[src/rtl/resd_pkg.sv]
// Shared types and constants of the readout event stream decoder.
package resd_pkg;

   localparam int CHANNEL_COUNT = 48;
   localparam int WINDOW_CLOCKS = 32;

   localparam int CH_W  = (CHANNEL_COUNT > 1) ? $clog2(CHANNEL_COUNT) : 1;
   localparam int POS_W = $clog2(2 * CHANNEL_COUNT);
   localparam int CLK_W = $clog2(WINDOW_CLOCKS + 1);

   localparam int CMDQ_DEPTH = 4;
   localparam int CMDQ_AW    = $clog2(CMDQ_DEPTH);
   localparam int RSPQ_DEPTH = 4;
   localparam int RSPQ_AW    = $clog2(RSPQ_DEPTH);

   localparam logic [6:0]  HIT_COUNT_MAX = 7'h7f;
   localparam logic [20:0] CHARGE_MAX    = 21'h1fffff;

   typedef enum logic [0:0] {
      CSR_RAW_MODE_ID      = 1'b0,
      CSR_SUPPRESS_MODE_ID = 1'b1
   } csr_index_type;

   typedef enum logic [2:0] {
      KIND_RAW_HDR   = 3'd0,
      KIND_SUP_HDR   = 3'd1,
      KIND_EMPTY     = 3'd2,
      KIND_HIT       = 3'd3,
      KIND_SUMMARY   = 3'd4,
      KIND_EVENT_END = 3'd5,
      KIND_BAD_ID    = 3'd6,
      KIND_BAD_CHAN  = 3'd7
   } kind_type;

   // Work items passed from the byte parser to the channel store.
   typedef enum logic [2:0] {
      OP_NOP  = 3'd0,  // nothing but possibly the end of the event
      OP_HDR  = 3'd1,  // new header: latch it, clear stores, emit record
      OP_ADC  = 3'd2,  // add an ADC word to a channel charge
      OP_RHIT = 3'd3,  // raw hit: emit with the channel hit count, bump it
      OP_SCNT = 3'd4,  // store a suppress hit count
      OP_SCOT = 3'd5,  // store a count over threshold
      OP_SQ   = 3'd6,  // store a suppress charge
      OP_EMIT = 3'd7   // emit the record as built by the parser
   } op_type;

   typedef struct packed {
      op_type      op;
      logic        fin;
      logic        fin_raw;
      logic        last;
      kind_type    kind;
      logic [47:0] wide;
      logic [7:0]  chan;
      logic [6:0]  count;
      logic [16:0] drift;
      logic [6:0]  slot;
      logic [15:0] word;
      logic [7:0]  board;
      logic [15:0] send;
      logic [14:0] tt;
      logic [15:0] len;
   } cmd_type;

   typedef struct packed {
      kind_type    kind;
      logic [7:0]  board;
      logic [15:0] send;
      logic [14:0] tt;
      logic [15:0] len;
      logic [47:0] wide;
      logic [7:0]  chan;
      logic [6:0]  count;
      logic [16:0] drift;
      logic [6:0]  slot;
      logic [20:0] charge;
      logic        last;
   } rec_type;

endpackage

[src/rtl/resd_front.sv]
// Byte parser: walks the header and payload layout and issues store commands.
module resd_front import resd_pkg::*; (
   input  logic       clock,
   input  logic       reset,
   input  logic [7:0] raw_id,
   input  logic [7:0] sup_id,
   input  logic       byte_valid,
   input  logic [7:0] data_byte,
   output logic       cmd_push,
   output cmd_type    cmd
);

   typedef enum logic [7:0] {
      PH_HEADER = 8'b00000001,
      PH_RAW    = 8'b00000010,
      PH_SKIP   = 8'b00000100,
      PH_SCHAN  = 8'b00001000,
      PH_SCOUNT = 8'b00010000,
      PH_SCOT   = 8'b00100000,
      PH_SQ     = 8'b01000000,
      PH_STDC   = 8'b10000000
   } phase_type;

   phase_type          phase_ff, phase_in;
   logic [15:0]        offset_ff, offset_in;
   logic [63:0]        hdr0_ff, hdr0_in;
   logic [31:0]        hdr1_ff, hdr1_in;
   logic [7:0]         hold_ff, hold_in;
   logic [7:0]         rchan_ff, rchan_in;
   logic [6:0]         left_ff, left_in;
   logic [6:0]         total_ff, total_in;
   logic [POS_W-1:0]   pos_ff, pos_in;
   logic [CLK_W-1:0]   rclk_ff, rclk_in;

   logic [15:0] word;
   logic [15:0] len;
   logic        odd;
   logic        good;
   logic [6:0]  n;
   logic [16:0] d;
   logic [31:0] tc;
   cmd_type     c;

   assign word = {hold_ff, data_byte};
   assign len  = hdr0_ff[15:0];
   assign odd  = offset_ff[0];
   assign good = (rchan_ff < 8'(CHANNEL_COUNT));
   assign n    = (data_byte[7:1] > 7'd3) ? (data_byte[7:1] - 7'd3) : 7'd0;
   assign tc   = {hdr1_ff[23:0], data_byte};

   always_comb begin
      phase_in  = phase_ff;
      offset_in = offset_ff;
      hdr0_in   = hdr0_ff;
      hdr1_in   = hdr1_ff;
      hold_in   = hold_ff;
      rchan_in  = rchan_ff;
      left_in   = left_ff;
      total_in  = total_ff;
      pos_in    = pos_ff;
      rclk_in   = rclk_ff;
      d         = 17'd0;
      c         = '0;
      c.op      = OP_NOP;
      c.kind    = KIND_RAW_HDR;
      c.board   = hdr0_ff[55:48];
      c.send    = hdr0_ff[47:32];
      c.tt      = hdr0_ff[30:16];
      c.len     = hdr0_ff[15:0];

      if (phase_ff == PH_HEADER) begin
         if (offset_ff < 16'd8) begin
            hdr0_in = {hdr0_ff[55:0], data_byte};
         end else begin
            hdr1_in = {hdr1_ff[23:0], data_byte};
         end
         if (offset_ff < 16'd11) begin
            offset_in = offset_ff + 16'd1;
         end else begin
            offset_in = 16'd0;
            pos_in    = '0;
            rclk_in   = '0;
            c.op      = OP_HDR;
            c.last    = 1'b1;
            c.wide    = 48'(tc);
            priority if (len == 16'd0) begin
               c.kind = KIND_EMPTY;
            end else if (hdr0_ff[63:56] == raw_id) begin
               c.kind   = KIND_RAW_HDR;
               phase_in = PH_RAW;
            end else if (hdr0_ff[63:56] == sup_id) begin
               c.kind   = KIND_SUP_HDR;
               phase_in = PH_SCHAN;
            end else begin
               c.kind   = KIND_BAD_ID;
               c.wide   = 48'(hdr0_ff[63:56]);
               phase_in = PH_SKIP;
            end
         end
      end else begin
         unique case (phase_ff)
            PH_RAW: begin
               if (!odd) begin
                  hold_in = data_byte;
               end else if (rclk_ff < CLK_W'(WINDOW_CLOCKS)) begin
                  if (pos_ff == POS_W'(2 * CHANNEL_COUNT - 1)) begin
                     pos_in  = '0;
                     rclk_in = rclk_ff + 1'b1;
                  end else begin
                     pos_in = pos_ff + 1'b1;
                  end
                  if (pos_ff < POS_W'(CHANNEL_COUNT)) begin
                     c.op   = OP_ADC;
                     c.chan = 8'(pos_ff);
                     c.word = word;
                  end else if (word[15]) begin
                     d = {2'b00, word[14:0]} - {2'b00, hdr0_ff[30:16]};
                     if ($signed(d) > 17'sd0) begin
                        d = d - 17'd32768;
                     end
                     c.op    = OP_RHIT;
                     c.kind  = KIND_HIT;
                     c.chan  = 8'(pos_ff - POS_W'(CHANNEL_COUNT));
                     c.drift = d;
                     c.slot  = 7'(rclk_ff);
                  end
               end
            end
            PH_SCHAN: begin
               if (({1'b0, offset_ff} + 17'd2) < {1'b0, len}) begin
                  rchan_in = data_byte;
                  phase_in = PH_SCOUNT;
                  if (data_byte >= 8'(CHANNEL_COUNT)) begin
                     c.op   = OP_EMIT;
                     c.kind = KIND_BAD_CHAN;
                     c.chan = data_byte;
                  end
               end
            end
            PH_SCOUNT: begin
               left_in  = n;
               total_in = n;
               phase_in = PH_SCOT;
               if (good) begin
                  c.op    = OP_SCNT;
                  c.chan  = rchan_ff;
                  c.count = n;
               end
            end
            PH_SCOT: begin
               if (!odd) begin
                  hold_in = data_byte;
               end else begin
                  phase_in = PH_SQ;
                  if (good) begin
                     c.op   = OP_SCOT;
                     c.chan = rchan_ff;
                     c.word = word;
                  end
               end
            end
            PH_SQ: begin
               if (!odd) begin
                  hold_in = data_byte;
               end else begin
                  phase_in = (left_ff != 7'd0) ? PH_STDC : PH_SCHAN;
                  if (good) begin
                     c.op   = OP_SQ;
                     c.chan = rchan_ff;
                     c.word = word;
                  end
               end
            end
            PH_STDC: begin
               if (!odd) begin
                  hold_in = data_byte;
               end else begin
                  left_in = left_ff - 7'd1;
                  if (left_ff == 7'd1) begin
                     phase_in = PH_SCHAN;
                  end
                  if (good) begin
                     c.op    = OP_EMIT;
                     c.kind  = KIND_HIT;
                     c.chan  = rchan_ff;
                     c.count = total_ff - left_ff;
                     c.slot  = total_ff - left_ff;
                     c.drift = 17'd0 - {1'b0, word};
                  end
               end
            end
            default: begin
               // Payload of a packet with an unknown id is dropped.
            end
         endcase

         if (({1'b0, offset_ff} + 17'd1) >= {1'b0, len}) begin
            c.fin     = (phase_in != PH_SKIP);
            c.fin_raw = (phase_in == PH_RAW);
            phase_in  = PH_HEADER;
            offset_in = 16'd0;
         end else begin
            offset_in = offset_ff + 16'd1;
         end
         c.last = !c.fin;
      end
   end

   assign cmd      = c;
   assign cmd_push = byte_valid && ((c.op != OP_NOP) || c.fin);

   always_ff @(posedge clock) begin
      if (reset) begin
         phase_ff  <= PH_HEADER;
         offset_ff <= 16'd0;
         hdr0_ff   <= 64'd0;
         hdr1_ff   <= 32'd0;
         hold_ff   <= 8'd0;
         rchan_ff  <= 8'd0;
         left_ff   <= 7'd0;
         total_ff  <= 7'd0;
         pos_ff    <= '0;
         rclk_ff   <= '0;
      end else if (byte_valid) begin
         phase_ff  <= phase_in;
         offset_ff <= offset_in;
         hdr0_ff   <= hdr0_in;
         hdr1_ff   <= hdr1_in;
         hold_ff   <= hold_in;
         rchan_ff  <= rchan_in;
         left_ff   <= left_in;
         total_ff  <= total_in;
         pos_ff    <= pos_in;
         rclk_ff   <= rclk_in;
      end
   end

endmodule

[src/rtl/resd_cmd_fifo.sv]
// Short command queue between the byte parser and the channel store.
module resd_cmd_fifo import resd_pkg::*; (
   input  logic    clock,
   input  logic    reset,
   input  logic    push,
   input  cmd_type push_cmd,
   output logic    full,
   input  logic    pop,
   output cmd_type head,
   output logic    empty
);

   cmd_type             mem [CMDQ_DEPTH];
   logic [CMDQ_AW-1:0]  wr_ff, rd_ff;
   logic [CMDQ_AW:0]    cnt_ff, cnt_in;

   assign full  = (cnt_ff == (CMDQ_AW + 1)'(CMDQ_DEPTH));
   assign empty = (cnt_ff == '0);
   assign head  = mem[rd_ff];

   always_comb begin
      cnt_in = cnt_ff;
      if (push && !pop) begin
         cnt_in = cnt_ff + 1'b1;
      end else if (pop && !push) begin
         cnt_in = cnt_ff - 1'b1;
      end
   end

   always_ff @(posedge clock) begin
      if (push) begin
         mem[wr_ff] <= push_cmd;
      end
   end

   always_ff @(posedge clock) begin
      if (reset) begin
         wr_ff  <= '0;
         rd_ff  <= '0;
         cnt_ff <= '0;
      end else begin
         cnt_ff <= cnt_in;
         if (push) begin
            wr_ff <= wr_ff + 1'b1;
         end
         if (pop) begin
            rd_ff <= rd_ff + 1'b1;
         end
      end
   end

endmodule

[src/rtl/resd_back.sv]
// Channel store: executes commands against per-channel memory, sweeps summaries, queues records.
module resd_back import resd_pkg::*; (
   input  logic    clock,
   input  logic    reset,
   input  cmd_type cq_head,
   input  logic    cq_empty,
   output logic    cq_pop,
   output rec_type rsp_head,
   output logic    rsp_empty,
   input  logic    rsp_pop
);

   typedef enum logic [4:0] {
      B_IDLE   = 5'b00001,
      B_EXEC   = 5'b00010,
      B_SW_RD  = 5'b00100,
      B_SW_USE = 5'b01000,
      B_END    = 5'b10000
   } bstate_type;

   typedef struct packed {
      logic [20:0] charge;
      logic [6:0]  hits;
      logic [15:0] cot;
   } ent_type;

   bstate_type              st_ff, st_in;
   cmd_type                 cmd_ff;
   logic [7:0]              board_ff;
   logic [15:0]             send_ff;
   logic [14:0]             tt_ff;
   logic [15:0]             len_ff;
   logic [CHANNEL_COUNT-1:0] vld_ff;
   logic [CHANNEL_COUNT-1:0] map_ff;
   logic [6:0]              nch_ff;
   logic [CH_W-1:0]         sw_ff;

   ent_type                 mem [CHANNEL_COUNT];
   ent_type                 rd_data_ff;
   logic                    rd_vld_ff;
   logic                    rd_en;
   logic [CH_W-1:0]         rd_addr;
   ent_type                 ent;
   ent_type                 wr_ent;
   logic                    wr_en;
   logic [21:0]             adc_sum;

   logic                    emit_need;
   logic                    emit;
   logic                    advance;
   rec_type                 rec;

   rec_type                 oq [RSPQ_DEPTH];
   logic [RSPQ_AW-1:0]      oq_wr_ff, oq_rd_ff;
   logic [RSPQ_AW:0]        oq_cnt_ff;
   logic                    oq_full;

   assign oq_full   = (oq_cnt_ff == (RSPQ_AW + 1)'(RSPQ_DEPTH));
   assign rsp_empty = (oq_cnt_ff == '0);
   assign rsp_head  = oq[oq_rd_ff];

   assign cq_pop  = (st_ff == B_IDLE) && !cq_empty;
   assign rd_en   = cq_pop || (st_ff == B_SW_RD);
   assign rd_addr = (st_ff == B_SW_RD) ? sw_ff : cq_head.chan[CH_W-1:0];
   assign ent     = rd_vld_ff ? rd_data_ff : '0;
   assign adc_sum = {1'b0, ent.charge} + {6'd0, cmd_ff.word};

   always_comb begin
      emit_need = 1'b0;
      unique case (st_ff)
         B_EXEC:   emit_need = (cmd_ff.op == OP_HDR) || (cmd_ff.op == OP_RHIT) ||
                               (cmd_ff.op == OP_EMIT);
         B_SW_USE: emit_need = cmd_ff.fin_raw || (ent.hits != 7'd0);
         B_END:    emit_need = 1'b1;
         default:  emit_need = 1'b0;
      endcase
   end

   assign advance = !emit_need || !oq_full;
   assign emit    = emit_need && !oq_full;

   // Record assembly.
   always_comb begin
      rec        = '0;
      rec.board  = board_ff;
      rec.send   = send_ff;
      rec.tt     = tt_ff;
      rec.len    = len_ff;
      rec.kind   = cmd_ff.kind;
      unique case (st_ff)
         B_EXEC: begin
            rec.last  = cmd_ff.last;
            rec.chan  = cmd_ff.chan;
            rec.count = cmd_ff.count;
            rec.drift = cmd_ff.drift;
            rec.slot  = cmd_ff.slot;
            if (cmd_ff.op == OP_HDR) begin
               rec.board = cmd_ff.board;
               rec.send  = cmd_ff.send;
               rec.tt    = cmd_ff.tt;
               rec.len   = cmd_ff.len;
               rec.wide  = cmd_ff.wide;
            end
            if (cmd_ff.op == OP_RHIT) begin
               rec.count = ent.hits;
            end
         end
         B_SW_USE: begin
            rec.kind   = KIND_SUMMARY;
            rec.wide   = 48'(ent.cot);
            rec.chan   = 8'(sw_ff);
            rec.count  = ent.hits;
            rec.charge = ent.charge;
         end
         B_END: begin
            rec.kind  = KIND_EVENT_END;
            rec.wide  = 48'(map_ff);
            rec.count = nch_ff;
            rec.last  = 1'b1;
         end
         default: begin
            rec.last = 1'b0;
         end
      endcase
   end

   // Channel store update.
   always_comb begin
      wr_ent = ent;
      wr_en  = 1'b0;
      if ((st_ff == B_EXEC) && advance) begin
         unique case (cmd_ff.op)
            OP_ADC: begin
               wr_en         = 1'b1;
               wr_ent.charge = adc_sum[21] ? CHARGE_MAX : adc_sum[20:0];
            end
            OP_RHIT: begin
               wr_en = 1'b1;
               if (ent.hits != HIT_COUNT_MAX) begin
                  wr_ent.hits = ent.hits + 7'd1;
               end
            end
            OP_SCNT: begin
               wr_en       = 1'b1;
               wr_ent.hits = cmd_ff.count;
            end
            OP_SCOT: begin
               wr_en      = 1'b1;
               wr_ent.cot = cmd_ff.word;
            end
            OP_SQ: begin
               wr_en         = 1'b1;
               wr_ent.charge = {5'd0, cmd_ff.word};
            end
            default: begin
               wr_en = 1'b0;
            end
         endcase
      end
   end

   always_comb begin
      st_in = st_ff;
      unique case (st_ff)
         B_IDLE:   if (cq_pop) st_in = B_EXEC;
         B_EXEC:   if (advance) st_in = cmd_ff.fin ? B_SW_RD : B_IDLE;
         B_SW_RD:  st_in = B_SW_USE;
         B_SW_USE: begin
            if (advance) begin
               st_in = (sw_ff == CH_W'(CHANNEL_COUNT - 1)) ? B_END : B_SW_RD;
            end
         end
         B_END:    if (advance) st_in = B_IDLE;
         default:  st_in = B_IDLE;
      endcase
   end

   always_ff @(posedge clock) begin
      if (rd_en) begin
         rd_data_ff <= mem[rd_addr];
      end
      if (wr_en) begin
         mem[cmd_ff.chan[CH_W-1:0]] <= wr_ent;
      end
      if (cq_pop) begin
         cmd_ff <= cq_head;
      end
      if ((st_ff == B_EXEC) && advance && (cmd_ff.op == OP_HDR)) begin
         board_ff <= cmd_ff.board;
         send_ff  <= cmd_ff.send;
         tt_ff    <= cmd_ff.tt;
         len_ff   <= cmd_ff.len;
      end
      if (emit) begin
         oq[oq_wr_ff] <= rec;
      end
   end

   always_ff @(posedge clock) begin
      if (reset) begin
         st_ff     <= B_IDLE;
         vld_ff    <= '0;
         rd_vld_ff <= 1'b0;
         map_ff    <= '0;
         nch_ff    <= 7'd0;
         sw_ff     <= '0;
         oq_wr_ff  <= '0;
         oq_rd_ff  <= '0;
         oq_cnt_ff <= '0;
      end else begin
         st_ff <= st_in;
         if (rd_en) begin
            rd_vld_ff <= vld_ff[rd_addr];
         end
         if ((st_ff == B_EXEC) && advance && (cmd_ff.op == OP_HDR)) begin
            vld_ff <= '0;
         end else if (wr_en) begin
            vld_ff[cmd_ff.chan[CH_W-1:0]] <= 1'b1;
         end
         if ((st_ff == B_EXEC) && advance) begin
            sw_ff  <= '0;
            map_ff <= '0;
            nch_ff <= 7'd0;
         end
         if ((st_ff == B_SW_USE) && advance) begin
            sw_ff <= sw_ff + 1'b1;
            if (ent.hits != 7'd0) begin
               map_ff[sw_ff] <= 1'b1;
               nch_ff        <= nch_ff + 7'd1;
            end
         end
         if (emit) begin
            oq_wr_ff <= oq_wr_ff + 1'b1;
         end
         if (rsp_pop && !rsp_empty) begin
            oq_rd_ff <= oq_rd_ff + 1'b1;
         end
         if (emit && !(rsp_pop && !rsp_empty)) begin
            oq_cnt_ff <= oq_cnt_ff + 1'b1;
         end else if (!emit && rsp_pop && !rsp_empty) begin
            oq_cnt_ff <= oq_cnt_ff - 1'b1;
         end
      end
   end

endmodule

[src/rtl/readout_event_stream_decoder.sv]
// Top level of the readout event stream decoder: configuration, parser, queue and channel store.
//
// The decoder takes one event stream byte per word on the req_ side and returns decoded
// records on the rsp_ side, oldest first; both sides behave as queues. A byte parser takes
// a byte in every cycle in which req_full is low: header bytes other than the last and the
// high byte of every payload word are absorbed by the parser alone. Bytes that touch a channel
// or make a record become commands and go through a four-entry command queue to the channel
// store, which reads the channel memory for each command and then updates it or makes a record,
// so a stream of data words can be taken at about one byte per cycle until the queue fills. At
// the end of each raw or suppressed event the store sweeps all channels, reading each one and
// making a summary record if it had hits or the event is raw, then makes an event end record
// before the next command is taken; the parser keeps filling the command queue meanwhile.
// Results leave through a four-entry record queue, so a stalled consumer holds the store and
// then the parser. The packet ids (reset to 34 and 32) that select raw and zero-suppressed
// layouts must be written through csr_ only while the block is idle; the block does not check it.
module readout_event_stream_decoder import resd_pkg::*; (
   input  logic        clock,
   input  logic        reset,
   input  logic        csr_wr_en,
   input  logic [0:0]  csr_index,
   input  logic [7:0]  csr_wdata,
   input  logic        req_push,
   output logic        req_full,
   input  logic [7:0]  req_data_byte,
   output logic        rsp_empty,
   input  logic        rsp_pop,
   output logic [2:0]  rsp_record_kind,
   output logic [7:0]  rsp_board_number,
   output logic [15:0] rsp_send_count,
   output logic [14:0] rsp_trigger_stamp,
   output logic [15:0] rsp_payload_length,
   output logic [47:0] rsp_wide_value,
   output logic [7:0]  rsp_channel_number,
   output logic [6:0]  rsp_count_value,
   output logic signed [16:0] rsp_drift_value,
   output logic [6:0]  rsp_clock_slot,
   output logic [20:0] rsp_charge_sum,
   output logic        rsp_last_result
);

   logic [7:0] raw_id_ff;
   logic [7:0] sup_id_ff;
   logic       byte_valid;
   logic       cmd_push;
   cmd_type    cmd;
   cmd_type    cq_head;
   logic       cq_empty;
   logic       cq_pop;
   rec_type    head;

   // Packet id registers.
   always_ff @(posedge clock) begin
      if (reset) begin
         raw_id_ff <= 8'd34;
         sup_id_ff <= 8'd32;
      end else if (csr_wr_en) begin
         unique case (csr_index_type'(csr_index))
            CSR_RAW_MODE_ID:      raw_id_ff <= csr_wdata;
            CSR_SUPPRESS_MODE_ID: sup_id_ff <= csr_wdata;
            default:              raw_id_ff <= raw_id_ff;
         endcase
      end
   end

   // A byte is taken whenever the command queue has room for what it may cause.
   assign byte_valid = req_push && !req_full;

   resd_front u_front (
      .clock      (clock),
      .reset      (reset),
      .raw_id     (raw_id_ff),
      .sup_id     (sup_id_ff),
      .byte_valid (byte_valid),
      .data_byte  (req_data_byte),
      .cmd_push   (cmd_push),
      .cmd        (cmd)
   );

   resd_cmd_fifo u_cmd_fifo (
      .clock    (clock),
      .reset    (reset),
      .push     (cmd_push),
      .push_cmd (cmd),
      .full     (req_full),
      .pop      (cq_pop),
      .head     (cq_head),
      .empty    (cq_empty)
   );

   resd_back u_back (
      .clock     (clock),
      .reset     (reset),
      .cq_head   (cq_head),
      .cq_empty  (cq_empty),
      .cq_pop    (cq_pop),
      .rsp_head  (head),
      .rsp_empty (rsp_empty),
      .rsp_pop   (rsp_pop)
   );

   assign rsp_record_kind    = head.kind;
   assign rsp_board_number   = head.board;
   assign rsp_send_count     = head.send;
   assign rsp_trigger_stamp  = head.tt;
   assign rsp_payload_length = head.len;
   assign rsp_wide_value     = head.wide;
   assign rsp_channel_number = head.chan;
   assign rsp_count_value    = head.count;
   assign rsp_drift_value    = $signed(head.drift);
   assign rsp_clock_slot     = head.slot;
   assign rsp_charge_sum     = head.charge;
   assign rsp_last_result    = head.last;

`ifndef SYNTHESIS
   // An event end record always closes the results of its byte.
   a_end_is_last: assert property (@(posedge clock) disable iff (reset)
      (!rsp_empty && (rsp_record_kind == KIND_EVENT_END)) |-> rsp_last_result)
      else $error("event end record without last flag");

   // Header records are the only result of the last header byte.
   a_hdr_is_last: assert property (@(posedge clock) disable iff (reset)
      (!rsp_empty && ((rsp_record_kind == KIND_RAW_HDR) ||
                      (rsp_record_kind == KIND_SUP_HDR) ||
                      (rsp_record_kind == KIND_EMPTY) ||
                      (rsp_record_kind == KIND_BAD_ID))) |-> rsp_last_result)
      else $error("header record without last flag");

   // Only a hit record carries a drift time.
   a_drift_only_hit: assert property (@(posedge clock) disable iff (reset)
      (!rsp_empty && (rsp_record_kind != KIND_HIT)) |-> (rsp_drift_value == 17'sd0))
      else $error("drift time on a non-hit record");
`endif

endmodule
[config.mk]
export PLATFORM = sky130hd
export DESIGN_NAME = readout_event_stream_decoder
export DESIGN_NICKNAME = d
export VERILOG_FILES = /design/src/rtl/resd_pkg.sv /design/src/rtl/resd_front.sv /design/src/rtl/resd_cmd_fifo.sv /design/src/rtl/resd_back.sv /design/src/rtl/readout_event_stream_decoder.sv
export SDC_FILE = /design/constraint.sdc
export NUM_CORES = 2
export LEC_CHECK = 0
export BUFFER_PORTS_ARGS = -buffer_cell sky130_fd_sc_hd__buf_2
export CORE_UTILIZATION = 40
export CTS_CLUSTER_SIZE = 8
export DETAILED_ROUTE_END_ITERATION = 8
export PLACE_DENSITY_LB_ADDON = 0.08
export SLEW_MARGIN = 20
export SYNTH_ARGS = -nofsm -noshare
export SYNTH_HDL_FRONTEND = slang
export SYNTH_HIERARCHICAL = 1
export SYNTH_SLANG_ARGS = --single-unit
[constraint.sdc]
create_clock -name clock -period 12.65 [get_ports clock]
set_input_delay 0.6325 -clock clock [delete_from_list [all_inputs] [get_ports clock]]
set_output_delay 0.6325 -clock clock [all_outputs]
set_load 0.02 [all_outputs]
==> out/qor.yml <==
power_and_ir_drop:
  irDropWorstVdd_mv: 0.156
  power_density_nw_per_um2: 201
  p_leak_uw: 0.0602
global_routing:
  grt_pass1_vias: 89500
  grt_use_total_pct: 23.4
  grt_antenna_before_repair: 27
  grt_pass1_wl_mm: 673
  overflow: 0
  grt_max_degree: 125
sta:
  tns_ps: 0
  setup_viol: 0
  hold_viol: 0
  worstMarginPinSlew_ps: 1170
  period_share_pct: 61.6
  max_freq_mhz: 128
  period_minus_slack_ps: 7790
  finalClockSkew_ps: 59.1
  worst_slew_margin_rel_pct: 21.7
  rsz0062_at_grt: "no"
  report.final.slew_viol_count: 0
  holdWs_ps: 102
floorplan:
  core_um2: 396000
  rows: 231
  io-pin-count: 191
  die_y_um: 633
  die_area_um2: 401000
  dieWidth_um: 633
  start_util_pct: 40.2
cts:
  numCtsBuffers: 575
  cts_setup_buffers: 0
  clk_pin_slew_ps: 50
  clock_sinks: 4018
  cts_buffer_depth: 4
  clkLatencyLatePin_ps: 1040
  htreeDepth: 6
  cts_root_buf: "clkbuf_16"
  cts_tree: "built"
logic_synthesis:
  netlist_area_um2: 159000
  ys_ff_latch: 4018
  ys_seq_area_share_pct: 73.8
  syn_avg_cell_area_um2: 16.7
  synth-edff-count: 3714
  async_reset_ff_share_pct: 0
  synth_cell_type_count: 101
  postSynthCellCount: 9545
  ys_warn_count: 6
  synth_flop_cell: "edfxtp_1"
worst_setup_path:
  critPathBufInv: 3
  crit_type: "reg -> reg"
  crit_slowest_cell: "a21boi_0"
  startpoint_type: "flop"
  critical_path.top_delay_family: "simple AND/OR/NAND/NOR gates"
  cp.arrival_ps: 8430
  end_kind: "flop"
  critPathMaxFanout: 97
  crit_chain: "ha_1 > nand3_1 > nor4_1 > buf_4 > and3_1 > and3_1 > xor2_1 > ha_1 > nand3_1 > nor2_1 > a221o_1 > a41oi_1 > and4_1 > or4_1 > nor4_1 > a21boi_0 > and2_4 > buf_4 > buf_12"
  required_ps: 13290
  critical_path.max_stage_delay_ps: 790
placed_design:
  placedCellCount: 14600
  dp_hpwl_mm: 268
  gp_congestion: 0.806
  io_buffers: 190
detailed_routing:
  post-route-drc-count: 0
  routed_wl_mm: 475
  first_pass_iters: 5
  dr.first_iter.drc_count: 9089
  routedWlPerCell_um: 30.8
  final_antenna_net_count: 0
  vias: 88600
  vias_per_cell: 5.75
min_path:
  hp-class: "in -> reg"
job:
  maxCapViolCount: 0
layout:
  final_cells: 15400
  fillCellCount: 33900
  nets: 10000
  multiInputGateArea_um2: 39200
  drive_gt1_share_pct: 19.4
  area_delta_synth_final_pct: 14.9
  regArea_um2: 118000
status:
  outcome: "completed"
==> path summary, 6_finish.rpt <==
check | startpoint | end | slack [ps] | depth (start not counted)
setup / recovery | u_front/offset_ff[2] | u_cmd_fifo/mem[2][16] | 4860 | 19
hold / removal | req_data_byte[0] | u_front/hdr0_ff[0] | 100 | 3
setup reg to reg | u_front/offset_ff[2] | u_cmd_fifo/mem[2][16] | 4860 | 19
hold reg to reg | u_back/cmd_ff[43] | u_back/send_ff[12] | 450 | 0
==> sequential cells by signal (all words and copies together), names as in the netlist, 7 cells and up, named ones only <==
| name | count |
|---|---|
| u_back/send_ff | 16 |
| u_front/total_ff | 7 |
| u_front/offset_ff | 16 |
| u_front/hdr1_ff | 24 |
| u_back/nch_ff | 7 |
| u_front/left_ff | 7 |
| u_front/phase_ff | 8 |
| u_front/hold_ff | 8 |
| u_back/map_ff | 48 |
| u_back/tt_ff | 15 |
| u_front/rchan_ff | 8 |
| u_back/mem | 2112 |
| u_back/cmd_ff | 167 |
| u_back/oq | 668 |
| u_back/board_ff | 8 |
| u_front/pos_ff | 7 |
| u_back/len_ff | 16 |
| raw_id_ff | 8 |
| u_cmd_fifo/mem | 668 |
| u_back/vld_ff | 48 |
| u_back/rd_data_ff | 44 |
| sup_id_ff | 8 |
| u_front/hdr0_ff | 64 |
==> cell type report <==
class	instances	area share (%)
antenna	9	0.0123
clock buffer	759	8.38
clock inverter	48	0.465
inverter	82	0.168
multi-input combinational	4809	21.4
sequential	4018	64.2
tap	5242	3.58
timing repair buffer	444	1.77
==> cell usage after synthesis, types with 44 or more instances <==
cell	n	area (um2)
and3_1	68	425
a32oi_1	47	412
a211oi_1	57	428
o211ai_1	53	398
and2_1	132	826
a21oi_1	255	1280
dfxtp_1	304	6090
nand4_1	60	375
o21ai_1	46	230
inv_1	82	308
nand2_1	1482	5560
mux2i_1	125	1250
buf_1	60	225
ha_1	84	1050
buf_2	109	546
clkbuf_1	355	1330
mux4_2	696	15700
buf_4	82	616
nor3_1	44	220
nor2_1	336	1260
o21a_1	55	413
xor2_1	57	499
o21ai_0	173	866
a31oi_1	52	325
xnor2_1	64	561
nand3_1	402	2010
edfxtp_1	3714	112000
==> worst register-to-register path: stages, from the launching register on <==
cell,delay [ps]
dfxtp_1,470
ha_1,350
nand3_1,250
nor4_1,520
buf_4,230
and3_1,220
and3_1,230
xor2_1,160
ha_1,260
nand3_1,100
nor2_1,90
a221o_1,360
a41oi_1,310
and4_1,570
or4_1,320
nor4_1,60
a21boi_0,790
and2_4,590
buf_4,710
buf_12,580
==> cells by family after synthesis <==
family / share of synthesized area (%)
flip-flops: 73.8
AND/OR/NAND/NOR: 7.58
AO/OA/AOI/OAI: 4.22
multiplexers: 10.8
buffers and inverters: 2.24
XOR/XNOR: 0.665
adder cells (fa/ha/maj): 0.722
other: 0.00235
==> through the flow <==
| stage | utilization (%) | setup slack, ps | total power (uW) | instance area (um2) |
|---|---|---|---|---|
| 2_1_floorplan | - | 3370 | 20600 | 159000 |
| 3_3_place_gp | 42.1 | 4700 | 23000 | 167000 |
| 3_5_place_dp | 42.1 | 4810 | 23100 | 167000 |
| 4_1_cts | 46.2 | 4770 | 37200 | 183000 |
| 5_1_grt | 46.2 | 4290 | 38100 | 183000 |
| 6_report | 46.2 | 4860 | 36800 | 183000 |
==> repair_timing <==
action	4_1_cts	5_1_grt
endpoints found under the setup margin	0	0
hold buffers	13	0
gates resized for setup	0	0
hold endpoints to repair	16	0
==> cells in the final DEF, fill, tap and decap left out, types with 53 or more instances in the layout <==
master,instances
edfxtp_1,3714
nand4_1,60
buf_4,216
a211oi_1,56
a21oi_1,254
nor2_1,280
and3_1,68
o21a_1,55
xnor2_1,64
xor2_1,57
clkbuf_16,588
clkbuf_1,171
buf_2,189
nand2_1,1482
mux4_2,696
dfxtp_1,299
o21ai_0,146
inv_1,82
mux2i_1,120
o211ai_1,53
and2_1,124
nand3_1,399
ha_1,84
==> routing by layer <==
metal | global-route usage [%] | wire length [um]
met3 | 3.49 | 27900
met1 | 33.9 | 212000
met2 | 37.3 | 224000
met4 | 5.91 | 11700
met5 | 0 | 27
==> power by group <==
| group | switching [uW] | internal, uW | total, uW |
|---|---|---|---|
| Clock | 5580 | 8420 | 14000 |
| Sequential | 563 | 15600 | 16200 |
| Combinational | 4370 | 2200 | 6570 |
| Total | 10500 | 26200 | 36800 |
(Power assumes the default switching activity.)
